<file path="src/rtl/rpt_pkg.sv">
// ============================================================================
// rpt_pkg: shared types and constants for the roast profile threshold timer
// Holds the register index codes, profile record, result record and the
// fixed constants of the countdown.
// ============================================================================
package rpt_pkg;

    localparam int unsigned TEMP_W   = 10;
    localparam int unsigned LENGTH_W = 13;
    localparam int unsigned MIN_W    = 7;
    localparam int unsigned SEC_W    = 6;
    localparam int unsigned INDEX_W  = 3;
    localparam int unsigned DATA_W   = 13;

    localparam logic [TEMP_W-1:0]   NO_SWITCH_LIMIT = 10'd1000;
    localparam logic [LENGTH_W-1:0] MAX_LENGTH      = 13'd5999;
    localparam logic [SEC_W-1:0]    LAST_SECOND     = 6'd59;

    typedef enum logic [INDEX_W-1:0] {
        IDX_LIMIT_A  = 3'd0,
        IDX_LIMIT_B  = 3'd1,
        IDX_LIMIT_C  = 3'd2,
        IDX_LENGTH_A = 3'd3,
        IDX_LENGTH_B = 3'd4,
        IDX_LENGTH_C = 3'd5
    } cfg_index_t;

    // One profile: limit, saturated length and that length split as mm:ss
    typedef struct packed {
        logic [TEMP_W-1:0]   limit;
        logic [LENGTH_W-1:0] length;
        logic [MIN_W-1:0]    mins;
        logic [SEC_W-1:0]    secs;
    } profile_t;

    typedef struct packed {
        logic                show_time;
        logic [MIN_W-1:0]    minutes_left;
        logic [SEC_W-1:0]    seconds_left;
        logic [LENGTH_W-1:0] total_length;
        logic                running;
        logic                buzzer_on;
        logic                motor_one;
        logic                motor_two;
        logic                motor_three;
    } result_t;

endpackage

</file>
<file path="src/rtl/rpt_if.sv">
// ============================================================================
// rpt_if: handshake channels of the roast profile threshold timer
// Tick input channel, result output channel and register write channel.
// ============================================================================
interface rpt_tick_if;
    logic        valid;
    logic        ready;
    logic [9:0]  temperature;
    logic        switch_a;
    logic        switch_b;
    logic        switch_c;

    modport source (output valid, temperature, switch_a, switch_b, switch_c, input ready);
    modport sink   (input valid, temperature, switch_a, switch_b, switch_c, output ready);
endinterface

interface rpt_result_if;
    logic        valid;
    logic        ready;
    logic        show_time;
    logic [6:0]  minutes_left;
    logic [5:0]  seconds_left;
    logic [12:0] total_length;
    logic        running;
    logic        buzzer_on;
    logic        motor_one;
    logic        motor_two;
    logic        motor_three;

    modport source (output valid, show_time, minutes_left, seconds_left, total_length,
                    running, buzzer_on, motor_one, motor_two, motor_three, input ready);
    modport sink   (input valid, show_time, minutes_left, seconds_left, total_length,
                    running, buzzer_on, motor_one, motor_two, motor_three, output ready);
endinterface

interface rpt_cfg_if;
    logic        valid;
    logic        ready;
    logic [2:0]  index;
    logic [12:0] data;

    modport source (output valid, index, data, input ready);
    modport sink   (input valid, index, data, output ready);
endinterface

</file>
<file path="src/rtl/rpt_profile_regs.sv">
// ============================================================================
// rpt_profile_regs: profile register file and profile select
// Holds the three limits and lengths, splits each length into mm:ss at write
// time, and picks the active profile from the switch bits (A over B over C).
// ============================================================================
module rpt_profile_regs (
    input  logic              clk,
    input  logic              rst_n,
    rpt_cfg_if.sink           cfg,
    input  logic              switch_a,
    input  logic              switch_b,
    input  logic              switch_c,
    output rpt_pkg::profile_t profile
);

    rpt_pkg::profile_t prof_a_reg, prof_b_reg, prof_c_reg;
    rpt_pkg::profile_t prof_a_next, prof_b_next, prof_c_next;

    logic                         cfg_fire;
    logic [rpt_pkg::LENGTH_W-1:0] len_sat;
    logic [23:0]                  recip_prod;
    logic [rpt_pkg::MIN_W-1:0]    quot_est;
    logic [rpt_pkg::LENGTH_W-1:0] quot_times60;
    logic [rpt_pkg::LENGTH_W-1:0] rem_wide;
    logic [rpt_pkg::MIN_W-1:0]    rem_est;
    logic [rpt_pkg::MIN_W-1:0]    len_mins;
    logic [rpt_pkg::SEC_W-1:0]    len_secs;

    assign cfg.ready = 1'b1;
    assign cfg_fire  = cfg.valid;

    // Split the saturated length by 60: reciprocal estimate low by at most one
    assign len_sat      = (cfg.data > rpt_pkg::MAX_LENGTH) ? rpt_pkg::MAX_LENGTH : cfg.data;
    assign recip_prod   = 24'(len_sat) * 24'd1092;
    assign quot_est     = recip_prod[22:16];
    assign quot_times60 = {quot_est, 6'b0} - {4'b0, quot_est, 2'b0};
    assign rem_wide     = len_sat - quot_times60;
    assign rem_est      = rem_wide[6:0];

    always_comb
    begin
        if (rem_est >= 7'd60)
        begin
            len_mins = quot_est + 7'd1;
            len_secs = 6'(rem_est - 7'd60);
        end
        else
        begin
            len_mins = quot_est;
            len_secs = rem_est[5:0];
        end
    end

    always_comb
    begin
        prof_a_next = prof_a_reg;
        prof_b_next = prof_b_reg;
        prof_c_next = prof_c_reg;
        if (cfg_fire)
        begin
            case (rpt_pkg::cfg_index_t'(cfg.index))
                rpt_pkg::IDX_LIMIT_A:  prof_a_next.limit = cfg.data[9:0];
                rpt_pkg::IDX_LIMIT_B:  prof_b_next.limit = cfg.data[9:0];
                rpt_pkg::IDX_LIMIT_C:  prof_c_next.limit = cfg.data[9:0];
                rpt_pkg::IDX_LENGTH_A:
                begin
                    prof_a_next.length = len_sat;
                    prof_a_next.mins   = len_mins;
                    prof_a_next.secs   = len_secs;
                end
                rpt_pkg::IDX_LENGTH_B:
                begin
                    prof_b_next.length = len_sat;
                    prof_b_next.mins   = len_mins;
                    prof_b_next.secs   = len_secs;
                end
                rpt_pkg::IDX_LENGTH_C:
                begin
                    prof_c_next.length = len_sat;
                    prof_c_next.mins   = len_mins;
                    prof_c_next.secs   = len_secs;
                end
                default: ;
            endcase
        end
    end

    always_ff @(posedge clk or negedge rst_n)
    begin
        if (!rst_n)
        begin
            prof_a_reg <= '{limit: 10'd30, length: 13'd12, mins: 7'd0, secs: 6'd12};
            prof_b_reg <= '{limit: 10'd50, length: 13'd12, mins: 7'd0, secs: 6'd12};
            prof_c_reg <= '{limit: 10'd70, length: 13'd12, mins: 7'd0, secs: 6'd12};
        end
        else
        begin
            prof_a_reg <= prof_a_next;
            prof_b_reg <= prof_b_next;
            prof_c_reg <= prof_c_next;
        end
    end

    // No switch: a limit that cannot start with a zero length
    always_comb
    begin
        if (switch_a)
            profile = prof_a_reg;
        else if (switch_b)
            profile = prof_b_reg;
        else if (switch_c)
            profile = prof_c_reg;
        else
            profile = '{limit: rpt_pkg::NO_SWITCH_LIMIT, length: '0, mins: '0, secs: '0};
    end

endmodule

</file>
<file path="src/rtl/roast_profile_threshold_timer_unit.sv">
// ============================================================================
// roast_profile_threshold_timer_unit: roast profile threshold timer
// Starts an mm:ss countdown on a rising crossing of the profile limit, then
// sounds the buzzer and latches the extra motors.
// ============================================================================
//
//  Channel  Role  Handshake     Carries
//  -------  ----  ------------  -------------------------------------------
//  tick     sink  valid/ready   temperature, switch_a, switch_b, switch_c
//  result   src   valid/ready   show_time .. motor_three, one per tick item
//  cfg      sink  valid/ready   index, data (ready always high)
//
//  One item per cycle sustained while the result side does not stall; a tick
//  item passes the input register, then the result register, before its
//  result can be accepted.
//  Per-item logic is one compare stage, an mm:ss decrement and the response
//  and motor latches; lengths are split into minutes and seconds when the
//  register is written. A stalled result holds its register; the input stage
//  keeps taking items until both stages are full.
//  Reset clears the countdown, response and motor latches and loads the
//  default profile registers.
//
module roast_profile_threshold_timer_unit (
    input  logic          clk,
    input  logic          rst_n,
    rpt_tick_if.sink      tick,
    rpt_result_if.source  result,
    rpt_cfg_if.sink       cfg
);

    // Input stage
    logic                       s1_valid_reg;
    logic [rpt_pkg::TEMP_W-1:0] s1_temp_reg;
    logic                       s1_sw_a_reg, s1_sw_b_reg, s1_sw_c_reg;
    logic                       s1_fire;

    // Result stage
    logic                       out_valid_reg;
    rpt_pkg::result_t           res_reg, res_next;

    // Timer state
    logic [rpt_pkg::TEMP_W-1:0]   prev_temp_reg, prev_temp_next;
    logic [rpt_pkg::MIN_W-1:0]    min_reg, min_next;
    logic [rpt_pkg::SEC_W-1:0]    sec_reg, sec_next;
    logic [rpt_pkg::LENGTH_W-1:0] total_reg, total_next;
    logic                         cd_on_reg, cd_on_next;
    logic                         resp_reg, resp_next;
    logic                         extra_done_reg, extra_done_next;
    logic [2:0]                   motor_reg, motor_next;

    rpt_pkg::profile_t            profile;
    logic                         start;
    logic                         cd_active;
    logic [rpt_pkg::MIN_W-1:0]    cur_min;
    logic [rpt_pkg::SEC_W-1:0]    cur_sec;
    logic                         no_switch;

    rpt_profile_regs u_profile_regs (
        .clk      (clk),
        .rst_n    (rst_n),
        .cfg      (cfg),
        .switch_a (s1_sw_a_reg),
        .switch_b (s1_sw_b_reg),
        .switch_c (s1_sw_c_reg),
        .profile  (profile)
    );

    // Advance the input stage when the result register is free or drains
    assign s1_fire    = s1_valid_reg && (!out_valid_reg || result.ready);
    assign tick.ready = !s1_valid_reg || s1_fire;

    always_ff @(posedge clk or negedge rst_n)
    begin
        if (!rst_n)
            s1_valid_reg <= 1'b0;
        else if (tick.ready)
            s1_valid_reg <= tick.valid;
    end

    always_ff @(posedge clk)
    begin
        if (tick.ready && tick.valid)
        begin
            s1_temp_reg <= tick.temperature;
            s1_sw_a_reg <= tick.switch_a;
            s1_sw_b_reg <= tick.switch_b;
            s1_sw_c_reg <= tick.switch_c;
        end
    end

    // Per-tick update
    always_comb
    begin
        no_switch = !s1_sw_a_reg && !s1_sw_b_reg && !s1_sw_c_reg;

        // Start only on an upward crossing while idle, with a nonzero length
        start = (s1_temp_reg >= profile.limit) && (s1_temp_reg > prev_temp_reg)
                && (prev_temp_reg < profile.limit) && !cd_on_reg
                && (profile.length != '0);

        prev_temp_next  = s1_temp_reg;
        total_next      = start ? profile.length : total_reg;
        cur_min         = start ? profile.mins : min_reg;
        cur_sec         = start ? profile.secs : sec_reg;
        cd_active       = start || cd_on_reg;
        cd_on_next      = cd_active;
        resp_next       = resp_reg;
        extra_done_next = extra_done_reg;
        motor_next      = motor_reg | {2'b00, start};
        min_next        = cur_min;
        sec_next        = cur_sec;

        // Show, then count down; finish one tick after reaching zero
        if (cd_active)
        begin
            if (cur_min == '0 && cur_sec == '0)
            begin
                cd_on_next = 1'b0;
                resp_next  = 1'b1;
            end
            else if (cur_sec == '0)
            begin
                sec_next = rpt_pkg::LAST_SECOND;
                min_next = cur_min - 7'd1;
            end
            else
            begin
                sec_next = cur_sec - 6'd1;
            end
        end

        // Switch off drops the response
        if (no_switch)
        begin
            resp_next       = 1'b0;
            extra_done_next = 1'b0;
        end

        // Latch motors 2 and 3 once per response
        if (resp_next && !extra_done_next)
        begin
            motor_next      = motor_next | 3'b110;
            extra_done_next = 1'b1;
        end

        res_next.show_time    = cd_active;
        res_next.minutes_left = cd_active ? cur_min : '0;
        res_next.seconds_left = cd_active ? cur_sec : '0;
        res_next.total_length = total_next;
        res_next.running      = cd_on_next;
        res_next.buzzer_on    = resp_next;
        res_next.motor_one    = motor_next[0];
        res_next.motor_two    = motor_next[1];
        res_next.motor_three  = motor_next[2];
    end

    always_ff @(posedge clk or negedge rst_n)
    begin
        if (!rst_n)
        begin
            prev_temp_reg  <= '0;
            min_reg        <= '0;
            sec_reg        <= '0;
            total_reg      <= '0;
            cd_on_reg      <= 1'b0;
            resp_reg       <= 1'b0;
            extra_done_reg <= 1'b0;
            motor_reg      <= '0;
        end
        else if (s1_fire)
        begin
            prev_temp_reg  <= prev_temp_next;
            min_reg        <= min_next;
            sec_reg        <= sec_next;
            total_reg      <= total_next;
            cd_on_reg      <= cd_on_next;
            resp_reg       <= resp_next;
            extra_done_reg <= extra_done_next;
            motor_reg      <= motor_next;
        end
    end

    // Hold the result while the sink stalls
    always_ff @(posedge clk or negedge rst_n)
    begin
        if (!rst_n)
            out_valid_reg <= 1'b0;
        else if (!out_valid_reg || result.ready)
            out_valid_reg <= s1_fire;
    end

    always_ff @(posedge clk)
    begin
        if (s1_fire)
            res_reg <= res_next;
    end

    assign result.valid        = out_valid_reg;
    assign result.show_time    = res_reg.show_time;
    assign result.minutes_left = res_reg.minutes_left;
    assign result.seconds_left = res_reg.seconds_left;
    assign result.total_length = res_reg.total_length;
    assign result.running      = res_reg.running;
    assign result.buzzer_on    = res_reg.buzzer_on;
    assign result.motor_one    = res_reg.motor_one;
    assign result.motor_two    = res_reg.motor_two;
    assign result.motor_three  = res_reg.motor_three;

    // Motor latches never drop once set
    a_motor_sticky: assert property (@(posedge clk) disable iff (!rst_n)
        ($past(motor_reg) & ~motor_reg) == 3'b000)
        else $error("motor latch dropped");

    // A running countdown always has motor 1 on
    a_run_motor: assert property (@(posedge clk) disable iff (!rst_n)
        cd_on_reg |-> motor_reg[0])
        else $error("countdown running without motor 1");

    // The seconds counter stays within a minute
    a_sec_range: assert property (@(posedge clk) disable iff (!rst_n)
        sec_reg <= rpt_pkg::LAST_SECOND)
        else $error("seconds counter out of range");

    // A handled response has motors 2 and 3 on
    a_extra_motors: assert property (@(posedge clk) disable iff (!rst_n)
        extra_done_reg |-> (motor_reg[1] && motor_reg[2]))
        else $error("response handled without extra motors");

endmodule

</file>
<file path="src/flat_wrapper.sv">
// flat-port wrapper written by rule: the top's interface ports become plain ports
module roast_profile_threshold_timer_unit_flat 
  (clk, rst_n, tick_valid, tick_temperature, tick_switch_a, tick_switch_b, tick_switch_c, tick_ready, result_valid, result_show_time, result_minutes_left, result_seconds_left, result_total_length, result_running, result_buzzer_on, result_motor_one, result_motor_two, result_motor_three, result_ready, cfg_valid, cfg_index, cfg_data, cfg_ready);
  rpt_tick_if tick_i ();
  rpt_result_if result_i ();
  rpt_cfg_if cfg_i ();
  input  logic clk;
  input  logic rst_n;
  input wire logic [$bits(tick_i.valid)-1:0] tick_valid;
  input wire logic [$bits(tick_i.temperature)-1:0] tick_temperature;
  input wire logic [$bits(tick_i.switch_a)-1:0] tick_switch_a;
  input wire logic [$bits(tick_i.switch_b)-1:0] tick_switch_b;
  input wire logic [$bits(tick_i.switch_c)-1:0] tick_switch_c;
  output wire logic [$bits(tick_i.ready)-1:0] tick_ready;
  output wire logic [$bits(result_i.valid)-1:0] result_valid;
  output wire logic [$bits(result_i.show_time)-1:0] result_show_time;
  output wire logic [$bits(result_i.minutes_left)-1:0] result_minutes_left;
  output wire logic [$bits(result_i.seconds_left)-1:0] result_seconds_left;
  output wire logic [$bits(result_i.total_length)-1:0] result_total_length;
  output wire logic [$bits(result_i.running)-1:0] result_running;
  output wire logic [$bits(result_i.buzzer_on)-1:0] result_buzzer_on;
  output wire logic [$bits(result_i.motor_one)-1:0] result_motor_one;
  output wire logic [$bits(result_i.motor_two)-1:0] result_motor_two;
  output wire logic [$bits(result_i.motor_three)-1:0] result_motor_three;
  input wire logic [$bits(result_i.ready)-1:0] result_ready;
  input wire logic [$bits(cfg_i.valid)-1:0] cfg_valid;
  input wire logic [$bits(cfg_i.index)-1:0] cfg_index;
  input wire logic [$bits(cfg_i.data)-1:0] cfg_data;
  output wire logic [$bits(cfg_i.ready)-1:0] cfg_ready;
  assign tick_i.valid = tick_valid;
  assign tick_i.temperature = tick_temperature;
  assign tick_i.switch_a = tick_switch_a;
  assign tick_i.switch_b = tick_switch_b;
  assign tick_i.switch_c = tick_switch_c;
  assign tick_ready = tick_i.ready;
  assign result_valid = result_i.valid;
  assign result_show_time = result_i.show_time;
  assign result_minutes_left = result_i.minutes_left;
  assign result_seconds_left = result_i.seconds_left;
  assign result_total_length = result_i.total_length;
  assign result_running = result_i.running;
  assign result_buzzer_on = result_i.buzzer_on;
  assign result_motor_one = result_i.motor_one;
  assign result_motor_two = result_i.motor_two;
  assign result_motor_three = result_i.motor_three;
  assign result_i.ready = result_ready;
  assign cfg_i.valid = cfg_valid;
  assign cfg_i.index = cfg_index;
  assign cfg_i.data = cfg_data;
  assign cfg_ready = cfg_i.ready;
  roast_profile_threshold_timer_unit u_core (.clk(clk), .rst_n(rst_n), .tick(tick_i), .result(result_i), .cfg(cfg_i));
endmodule
</file>
<file path="config.mk">
export PLATFORM = sky130hd
export DESIGN_NAME = roast_profile_threshold_timer_unit_flat
export DESIGN_NICKNAME = d
export VERILOG_FILES = /design/src/rtl/rpt_pkg.sv /design/src/rtl/rpt_if.sv /design/src/rtl/rpt_profile_regs.sv /design/src/rtl/roast_profile_threshold_timer_unit.sv /design/src/flat_wrapper.sv
export SDC_FILE = /design/constraint.sdc
export NUM_CORES = 1
export LEC_CHECK = 0
export ABC_CLOCK_PERIOD_IN_PS = 8900
export BUFFER_PORTS_ARGS = -buffer_cell sky130_fd_sc_hd__buf_2
export CELL_PAD_IN_SITES_DETAIL_PLACEMENT = 1
export CELL_PAD_IN_SITES_GLOBAL_PLACEMENT = 1
export CORE_UTILIZATION = 52
export CTS_CLUSTER_DIAMETER = 80
export CTS_CLUSTER_SIZE = 10
export DETAILED_ROUTE_END_ITERATION = 7
export GPL_TIMING_DRIVEN = 0
export PLACE_DENSITY_LB_ADDON = 0.15
export SLEW_MARGIN = 20
export SYNTH_ARGS = -nofsm -noshare
export SYNTH_HDL_FRONTEND = slang
export SYNTH_SLANG_ARGS = --single-unit
</file>
<file path="constraint.sdc">
create_clock -name clk -period 8.9 [get_ports clk]
set_input_delay 1.78 -clock clk [delete_from_list [all_inputs] [get_ports clk]]
set_output_delay 1.78 -clock clk [all_outputs]
set_load 0.005 [all_outputs]
</file>
## Yosys cells after proc, flatten, opt, wreduce, memory -nomap -nowiden

Index checks and enable logic that the tools add are counted.

- Bits in registers: 197
- Bits of input ports: 34
- Word-level logic and storage cells: 106

- Add/subtract/negate cells: 6
- Multipliers: 1
- Order comparisons: 5
- Equality and inequality tests: 5
- Multiplexer cells: 23
- Bitwise operators: 1
- Reductions and logical operators: 30

Operators by type and width:

| kind | number |
|---|---|
| $mux 36 | 3 |
| $mux 7 | 5 |
| $mux 6 | 5 |
| $mux 13 | 2 |
| $mul 13x9->21 const B | 1 |
| $sub 7x7->7 | 2 |
| $gt 13x13->1 const B | 1 |
| $reduce_bool 13->1 | 1 |
| $reduce_and 2->1 | 6 |
| $ge 10x10->1 | 1 |
| $gt 10x10->1 | 1 |
| $logic_and 1x1->1 | 10 |
| $lt 10x10->1 | 1 |
| $add 7x1->7 const B | 1 |
| $ge 7x6->1 const B | 1 |
| $logic_not 1->1 | 7 |
| $logic_not 7->1 | 1 |
| $mux 1 | 7 |
| $sub 7x1->7 const B | 1 |
| $eq 3x2->1 const B | 2 |
| $eq 3x3->1 const B | 2 |
| $logic_not 6->1 | 1 |
| $sub 6x1->6 const B | 1 |
| $sub 6x6->6 const B | 1 |
| 5 further kinds | 7 |

## Depth between registers and ports, before layout

Gate-level depths: netlist (run 1).

- Word-level depth: 16
- Depth in mapped cells: 29
- Mapped depth without buffers: 27

## Hierarchy

From an unflattened synthesis (run 1), not the netlist that was laid out.

- Cell total of the unflattened synthesis: 1130
- Area, all modules: 10994.3 sq um

Modules (own cells, without submodules):

| module | times used | cells each | area an instance (sq um) | seq. area each (sq um) |
|---|---|---|---|---|
| rpt_profile_regs | 1 | 651 | 6072.1 | 2580.0 |
| roast_profile_threshold_timer_unit | 1 | 479 | 4922.2 | 2452.4 |

## Worst setup path before layout (run 1)

No wires, ideal clock.

- Path type: input port to flip-flop
- Start point: in cfg_data[6]
- End point: reg u_core.u_profile_regs.prof_c_reg[12] (netlist bit)
- Library setup time: 0.132 ns
- Arrival time: 7.559 ns
- Required time: 8.768 ns
- Slack: 1.209 ns
- Stages on the path: 28
- Buffers on the path: 1
- Path through: a31oi_1 > o21bai_1 > and2_1 > clkbuf_1 > nor2_1 > inv_1 > ha_1 > inv_1 > fa_1 > inv_1 > ha_1 > ha_1 > and4_1 > a221o_1 > o31a_1 > a21oi_1 > xnor2_1 > ha_1 > a21o_1 > a21oi_1 > o21ai_0 > a21oi_1 > xnor3_1 > o2111ai_2 > a211oi_1 > a211oi_2 > xor2_1 > o21ai_1

- Word-level cells in the longest chain between the ends: 7

Ends and longest elaborated chain:

| item | RTL line | text |
|---|---|---|
| start: declaration | flat_wrapper.sv:28 | `input wire logic [$bits(cfg_i.data)-1:0] cfg_data;` |
| $gt 13x13->1 (*) | rpt_profile_regs.sv:33 | `assign len_sat = (cfg.data > rpt_pkg::MAX_LENGTH) ? rpt_pkg::MAX_LENGTH : cfg.data;` |
| $mux 13 (*) | rpt_profile_regs.sv:33 |  |
| net u_core.u_profile_regs.len_sat (one bit) | rpt_profile_regs.sv:20 | `logic [rpt_pkg::LENGTH_W-1:0] len_sat;` |
| $mul 13x9->21 | rpt_profile_regs.sv:34 | `assign recip_prod = 24'(len_sat) * 24'd1092;` |
| $sub 7x7->7 | rpt_profile_regs.sv:36 | `assign quot_times60 = {quot_est, 6'b0} - {4'b0, quot_est, 2'b0};` |
| $sub 7x7->7 | rpt_profile_regs.sv:37 | `assign rem_wide = len_sat - quot_times60;` |
| $ge 7x6->1 | rpt_profile_regs.sv:42 | `if (rem_est >= 7'd60)` |
| $mux 7 (*) | rpt_profile_regs.sv:42 |  |
| end signal: assignment | rpt_profile_regs.sv:94 | `prof_c_reg <= '{limit: 10'd70, length: 13'd12, mins: 7'd0, secs: 6'd12};` |
| end signal: assignment | rpt_profile_regs.sv:100 | `prof_c_reg <= prof_c_next;` |
| end: declaration | rpt_profile_regs.sv:16 | `rpt_pkg::profile_t prof_a_reg, prof_b_reg, prof_c_reg;` |

Mark *: on every way through the listed nets, which the timed path passes. The rest lies on a longest branch.
A chain may end at the register's enable or synchronous reset.

## Worst setup path after layout (run 1)

- Start point: in cfg_data[4]
- End point: reg u_core.u_profile_regs.prof_c_reg[4] (netlist bit)

- Word-level cells in the longest chain between the ends: 7

Ends and longest elaborated chain:

| item | RTL line |
|---|---|
| $gt 13x13->1 (*) | rpt_profile_regs.sv:33 |
| $mux 13 (*) | rpt_profile_regs.sv:33 |
| net u_core.u_profile_regs.len_sat (one bit) | rpt_profile_regs.sv:20 |
| $mul 13x9->21 (*) | rpt_profile_regs.sv:34 |
| $sub 7x7->7 (*) | rpt_profile_regs.sv:36 |
| $sub 7x7->7 (*) | rpt_profile_regs.sv:37 |
| $sub 6x6->6 / $ge 7x6->1 (equally long branches) | rpt_profile_regs.sv:45, rpt_profile_regs.sv:42 |
| $mux 6 (*) | rpt_profile_regs.sv:42 |

Marks and branches as above.

==> flow_metrics.env, run 1 <==
export IMPL_grt_use_total_pct=29.8
export IMPL_syn_inst=1050
export IMPL_synth_edf_count=45
export IMPL_synth_largest_area_cell="dfrtp_1"
export IMPL_via_count=8544
export IMPL_yosys_cell_count_top_type="nand2_1"
export IMPL_num_rows=51
export IMPL_hpwl_mm=21.5
export IMPL_worst_setup_path_end_kind="register"
export IMPL_final_nets=1256
export IMPL_core_area_um2=19800
export IMPL_start_util_pct=53.8
export IMPL_fill_cells=2251
export IMPL_drt_wl_total_mm=29.9
export IMPL_crit_path_max_fanout=7
export IMPL_die_y_um=145
export IMPL_syn_nets=1168
export IMPL_grt_max_degree=85
export IMPL_crit_path_start_kind="primary input"
export IMPL_worstHoldStart="u_core.motor_reg[2]"
export IMPL_crit_top_cell="ha_1"
export IMPL_ys_flop_type="dfrtp_1"
export IMPL_internal_power_uw=2140
export IMPL_antenna_found_initial=0
export IMPL_clock_sinks=191
export IMPL_worst_path_max_delay_cell="fa_1"
export IMPL_htreeDepth=4
export IMPL_switchingPower_uw=1320
export IMPL_wire_per_inst_um=21.1
export IMPL_max_freq_mhz=119
export IMPL_synth_yosys_seq_area_share_pct=47.3
export IMPL_rsz0062_at_grt="false"
export IMPL_antenna_cells=0
export IMPL_synth_commonest_cells="nand2_1 (176), dfrtp_1 (124), o21ai_0 (105)"
export IMPL_final_period_utilization_pct=94.7
export IMPL_clkTransAtPathRegs_ns=0.07
export IMPL_grt_overflow_total=0
export IMPL_tns_ns=0
export IMPL_place_congestion=0.876
export IMPL_drive_above_1_share_pct=17.6
export IMPL_cts_max_path_buffers=2
export IMPL_cp_buffers_inverters=4
export IMPL_drt_first_pass_iters=5
export IMPL_swShare_pct=38.1
export IMPL_cp_top_family="compound AO/OA/AOI/OAI gates"
export IMPL_seqPwrFrac_pct=38.4
export IMPL_crit_cells=28
export IMPL_combPwrFrac_pct=39.1
export IMPL_slew_limit_headroom_pct=40.5
export IMPL_cts_tree="yes"
export IMPL_yosys_warnings=0
export IMPL_async_flop_share_pct=76.4
export IMPL_crit_type="primary input to register"
export IMPL_via_per_inst=6.03
export IMPL_cts_made_buffers=17
export IMPL_multiInputGateArea_um2=5230
export IMPL_netlist_area_leader_share_pct=29.2
export IMPL_hold_depth=1
export IMPL_drtAntennaViolNets=0
export IMPL_setup_viol=0
export IMPL_drc=0
export IMPL_p_leak_uw=0.00532
export IMPL_ys_types=79
export IMPL_io_buffer_count=67
export IMPL_ir_worst_vdd_uv=174
export IMPL_skew_ns=0.00997
export IMPL_period_needed_ns=8.43
export IMPL_slew_viol_final=0
export IMPL_worst_slew_pin_slew_ns=0.883
export IMPL_crit_start="cfg_data[4]"
export IMPL_maxCapViolations=0
export IMPL_synth_avg_cell_area_um2=10.1
export IMPL_dieArea_um2=21000
export IMPL_first_iter_violations=521
export IMPL_finalPower_uw=3460
export IMPL_worstPathRequired_ns=9.20
export IMPL_netlist_top_cells_area="dfrtp_1 (29%), edfxtp_1 (13%), ha_1 (9.4%)"
export IMPL_regToRegStartpoint="u_core.s1_sw_a_reg"
export IMPL_root_buffer="clkbuf_16"
export IMPL_areaGrowthSynthToFinish_pct=12.6
export IMPL_grt_pass1_vias=9081
export IMPL_ios=69
export IMPL_ys_ff_latch=191
export IMPL_hold_path_class="register to register"
export IMPL_arrival_ns=8.73
export IMPL_syn_area_um2=10600
export IMPL_powerDensity_nw_per_um2=289
export IMPL_max_stage_delay_ns=0.47
export IMPL_stdcell_area_um2=12000
export IMPL_reg2regPathDepth=23
export IMPL_cts_setup_buffers=0
export IMPL_grt_first_pass_wirelength_mm=48.9
export IMPL_status="completed"
export IMPL_seqCellArea_um2=5030
export IMPL_clk_latency_ns=0.44
export IMPL_place_area_um2=11400
export IMPL_hold_viol=0
export IMPL_clock_power_share_pct=22.5
export IMPL_die_w_um=145
-- path summary, 6_finish.rpt --
check                                                  endpoint  slack [ns]
hold reg to reg                             u_core.motor_reg[2]        0.45
setup reg to reg                              u_core.min_reg[5]        1.78
max in group asynchronous  u_core.u_profile_regs.prof_a_reg[15]        6.80
hold / removal                              u_core.motor_reg[2]        0.45
min in group asynchronous               u_core.prev_temp_reg[8]        1.27
setup / recovery            u_core.u_profile_regs.prof_c_reg[4]        0.47
-- per-stage QoR --
step / setup slack [ns] / util (%) / cells / hold slack, ns
finish: 0.470 / 60.5 / 1416 / 0.451
global route: 0.0578 / 60.5 / 1416 / 0.474
CTS: 0.431 / 60.5 / 1416 / 0.453
detailed placement: 0.0363 / 57.4 / 1384 / 0.437
global placement: 0.147 / 57.1 / 1382 / 0.431
floorplan: 1.21 / - / 1050 / 0.420
-- logic make-up (layout without fill, tap and decap cells) --
kind of cell / Yosys count / in the layout / share of synthesized area [%]
and+or+nand+nor: 331 / 331 / 14.7
AOI/OAI and AO/OA: 266 / 266 / 16.0
DFF: 191 / 191 / 47.3
buffers and inverters: 96 / 197 / 3.58
adders and majority gates: 84 / 84 / 10.2
muxes: 55 / 55 / 5.74
xor gates and xnor gates: 26 / 26 / 2.41
other: 1 / 1 / 0.0353
-- power groups by stage --
stage | registers [µW] | clock network, µW | logic, µW
5_1_grt | 1360 | 820 | 1490
6_report | 1330 | 777 | 1350
4_1_cts | 1320 | 787 | 1350
3_5_place_dp | 1340 | 0 | 1320
3_3_place_gp | 1320 | 0 | 1250
2_1_floorplan | 1300 | 0 | 941
-- cell usage in the layout, fill, tap and decap left out, drive strengths merged, types with 22 or more instances in the layout --
cell	instances
nor2	43
inv	48
dfstp	22
nand2	176
dfrtp	124
ha	80
mux2	48
o21ai	124
edfxtp	45
a21oi	31
buf	87
clkbuf	58
-- routing by layer --
metal	part of all wire (%)	track usage (%)	wire length (µm)
met1	44	38.3	13100
met5	0	0	0
met2	49	50.7	14800
met3	4.7	5.03	1400
met4	2.3	10.2	681
-- worst register-to-register path: stages, from the launching register on --
cell	delay, ns
edfxtp_1	0.39
clkbuf_1	0.44
clkbuf_1	0.41
buf_1	0.48
buf_1	0.45
nor2_1	0.11
a21oi_1	0.23
ha_1	0.29
a21o_1	0.18
a21o_1	0.17
a21oi_1	0.16
o2111ai_1	0.16
nand3b_1	0.37
nor2_1	0.30
buf_2	0.36
mux2i_1	0.43
ha_1	0.34
and3_1	0.29
o21ai_0	0.22
or4_1	0.46
o21ai_2	0.15
nand2_1	0.16
o2bb2ai_1	0.15
a211o_1	0.31
-- area by class of cell --
type                            count  area share (%)
Buffer                             55            1.90
Clock buffer                       21            4.21
Clock inverter                     11           0.857
Inverter                           41            1.29
Multi-Input combinational cell    763            43.7
Sequential cell                   191            42.0
Tap cell                          265            2.77
Timing Repair Buffer               69            3.28
-- what timing repair did --
item / CTS / global route
endpoints found under the setup margin: 0 / 8
hold buffers: 0 / 0
gates resized for setup: 0 / 1
Power figures use the tool's default switching activity.
==> run 2: changes to the inputs <==
--- a/config.mk
+++ b/config.mk
@@ -18,4 +18,5 @@
 export SLEW_MARGIN = 20
 export SYNTH_ARGS = -nofsm -noshare
 export SYNTH_HDL_FRONTEND = slang
+export SYNTH_HIERARCHICAL = 1
 export SYNTH_SLANG_ARGS = --single-unit
==> run 2 against run 1 <==
Net effect:
- sequential share of layout area fell by 1.4 points
- synthesized cell count rose by 7.6%
- global-route usage rose by 1.4 points
- design area rose by 3.4%
- fmax rose by 2.1%
- sequential cell count did not move
- first-iteration DRC count rose by 3.5%
- non-clock buffer count rose by 3
- combinational power rose by 22%
- area after synthesis rose by 3.4%
- clock skew rose by 0.0056 ns
- critical path type unchanged
- critical endpoint is now u_core/u_profile_regs/prof_a_reg[12]
==> flow_metrics.env, run 2 <==
export IMPL_status="completed"
export IMPL_place_inst=1469
export IMPL_via_per_inst=6.17
export IMPL_dieArea_um2=21700
export IMPL_drt_first_pass_iters=5
export IMPL_antenna_cells=0
export IMPL_final_period_utilization_pct=92.8
export IMPL_io_buffer_count=67
export IMPL_synth_edf_count=45
export IMPL_num_rows=52
export IMPL_cts_made_buffers=17
export IMPL_hold_path_class="register to register"
export IMPL_synth_largest_area_cell="dfrtp_1"
export IMPL_yosys_cell_count_top_type="nand2_1"
export IMPL_ios=69
export IMPL_ys_ff_latch=191
export IMPL_powerDensity_nw_per_um2=305
export IMPL_clk_latency_ns=0.45
export IMPL_root_buffer="clkbuf_16"
export IMPL_ys_flop_type="dfrtp_1"
export IMPL_synth_commonest_cells="nand2_1 (199), dfrtp_1 (124), o21ai_0 (115)"
export IMPL_whs_ns=0.460
export IMPL_core_area_um2=20500
export IMPL_worst_path_max_delay_cell="o21ai_0"
export IMPL_hpwl_mm=23.5
export IMPL_crit_path_max_fanout=10
export IMPL_max_freq_mhz=121
export IMPL_synth_avg_cell_area_um2=9.73
export IMPL_crit_path_start_kind="primary input"
export IMPL_worst_setup_path_end_kind="register"
export IMPL_grt_overflow_total=0
export IMPL_die_y_um=147
export IMPL_max_stage_delay_ns=0.70
export IMPL_grt_pass1_vias=9701
export IMPL_place_congestion=0.901
export IMPL_drt_wl_total_mm=32.4
export IMPL_via_count=9266
export IMPL_ys_types=88
export IMPL_clock_sinks=191
export IMPL_layout_common_cells="nand2_1 (199), dfrtp_1 (124), o21ai_0 (115)"
export IMPL_p_leak_uw=0.00549
export IMPL_drtAntennaViolNets=0
export IMPL_final_nets=1337
export IMPL_start_util_pct=53.6
export IMPL_async_flop_share_pct=76.4
export IMPL_slew_viol_final=0
export IMPL_synth_yosys_seq_area_share_pct=45.8
export IMPL_crit_type="primary input to register"
export IMPL_final_common_cell="nand2_1"
export IMPL_holdBufCountCts=0
export IMPL_rsz0062_at_grt="false"
export IMPL_first_iter_violations=539
export IMPL_die_w_um=147
export IMPL_netlist_area_leader_share_pct=28.2
export IMPL_layout_cells_non_filler=1501
export IMPL_hold_viol=0
export IMPL_syn_nets=1249
export IMPL_netlist_top_cells_area="dfrtp_1 (28%), edfxtp_1 (12%), ha_1 (9.2%)"
export IMPL_crit_top_cell="ha_1"
export IMPL_hold_depth=1
export IMPL_reg2regPathDepth=23
export IMPL_syn_area_um2=11000
export IMPL_syn_inst=1130
export IMPL_worst_slew_pin_slew_ns=1.03
export IMPL_wire_per_inst_um=21.6
export IMPL_cts_setup_buffers=0
export IMPL_grt_max_degree=97
export IMPL_worstPathRequired_ns=9.21
export IMPL_cts_max_path_buffers=2
export IMPL_yosys_warnings=6
export IMPL_antenna_found_initial=0
export IMPL_period_needed_ns=8.26
export IMPL_clkTransAtPathRegs_ns=0.08
export IMPL_ctsResizeCount=0
export IMPL_grt_first_pass_wirelength_mm=52.2
export IMPL_areaGrowthSynthToFinish_pct=12.6
export IMPL_grt_use_total_pct=31.2
export IMPL_slew_limit_headroom_pct=30.5
export IMPL_drc=0
export IMPL_arrival_ns=8.56
export IMPL_setup_viol=0
export IMPL_tns_ns=0
export IMPL_ir_worst_vdd_uv=157
export IMPL_cts_tree="yes"
export IMPL_drive_above_1_share_pct=16.0
export IMPL_maxCapViolations=0
export IMPL_htreeDepth=4
export IMPL_skew_ns=0.0156
run 2: cell count changes in the layout (fill, tap and decap cells not counted), sizes merged, moves of 6 or more:
| cell | change |
|---|---|
| nand2b | +10 |
| a31oi | -13 |
| a221o | -9 |
| inv | +25 |
| o21ai | +16 |
| clkinv | +6 |
| nor2b | -16 |
| nor3 | +9 |
| nand2 | +23 |
| a21o | -11 |
| nand3b | -15 |
| a22oi | +22 |
run 2: power by group:
part,leakage (µW),internal (µW),total (µW),switching [µW]
Combinational,0.00297,640,1650,1010
Sequential,0.00221,1170,1320,142
Clock,0.000313,407,815,407
run 2: worst paths after layout:
| path | slack [ns] | endpoint | start |
|---|---|---|---|
| worst max register to register | 2.41 | u_core/min_reg[4] | u_core/s1_sw_b_reg |
| worst min-delay path | 0.46 | u_core/motor_reg[0] | u_core/motor_reg[0] |
| worst min register to register | 0.46 | u_core/motor_reg[0] | u_core/motor_reg[0] |
| max in group asynchronous | 6.82 | u_core/u_profile_regs/prof_c_reg[15] | rst_n |
| min in group asynchronous | 1.21 | u_core/prev_temp_reg[7] | rst_n |
| worst max-delay path | 0.64 | u_core/u_profile_regs/prof_a_reg[12] | cfg_data[9] |
run 2: cell families after synthesis:
family	after synthesis	share of synthesized area, %
compound gates	293	17.0
xor+xnor	27	2.29
fa+ha+maj	85	9.95
buf+inv	126	4.67
flops	191	45.8
mux	53	5.37
other cells	1	0.0341
simple gates	354	14.9
run 2: worst max-delay path: cells and delay by family:
| family | cells | cell delay, ns |
|---|---|---|
| and+or+nand+nor | 6 | 0.95 |
| buffers and inverters | 5 | 0.78 |
| adders and majority gates | 6 | 1.83 |
| xor gates and xnor gates | 2 | 0.58 |
| AOI/OAI and AO/OA | 11 | 2.62 |
run 2: layout make-up:
class,count,area [µm²]
multi-input cells,813,5450
fillers,2349,8110
repair buffers,69,393
plain buffers,58,259
clock buffers,18,450
inverters,68,255
flip-flops and latches,191,5030
well taps,270,338
clock inverters,14,203
run 2: metrics by stage:
step | utilization [%] | setup WS (ns) | total power [µW] | instance area [µm²]
6_report | 60.4 | 0.644 | 3780 | 12400
5_1_grt | 60.4 | 0.0592 | 4010 | 12400
4_1_cts | 60.4 | 0.614 | 3780 | 12400
3_5_place_dp | 57.2 | 0.187 | 2940 | 11700
3_3_place_gp | 56.9 | 0.357 | 2840 | 11700
2_1_floorplan | - | 1.56 | 2440 | 11000
run 2: per-layer routing:
metal  up-vias  share of wire (%)  global-route usage, %  routed length (µm)
li1       4186                  -                      -                   -
met5         -                  0                      0                   0
met3        55                4.3                   4.66                1400
met4         0                2.2                   9.79                 702
met1      4737                 43                   40.3               13800
met2       288                 51                   54.0               16500
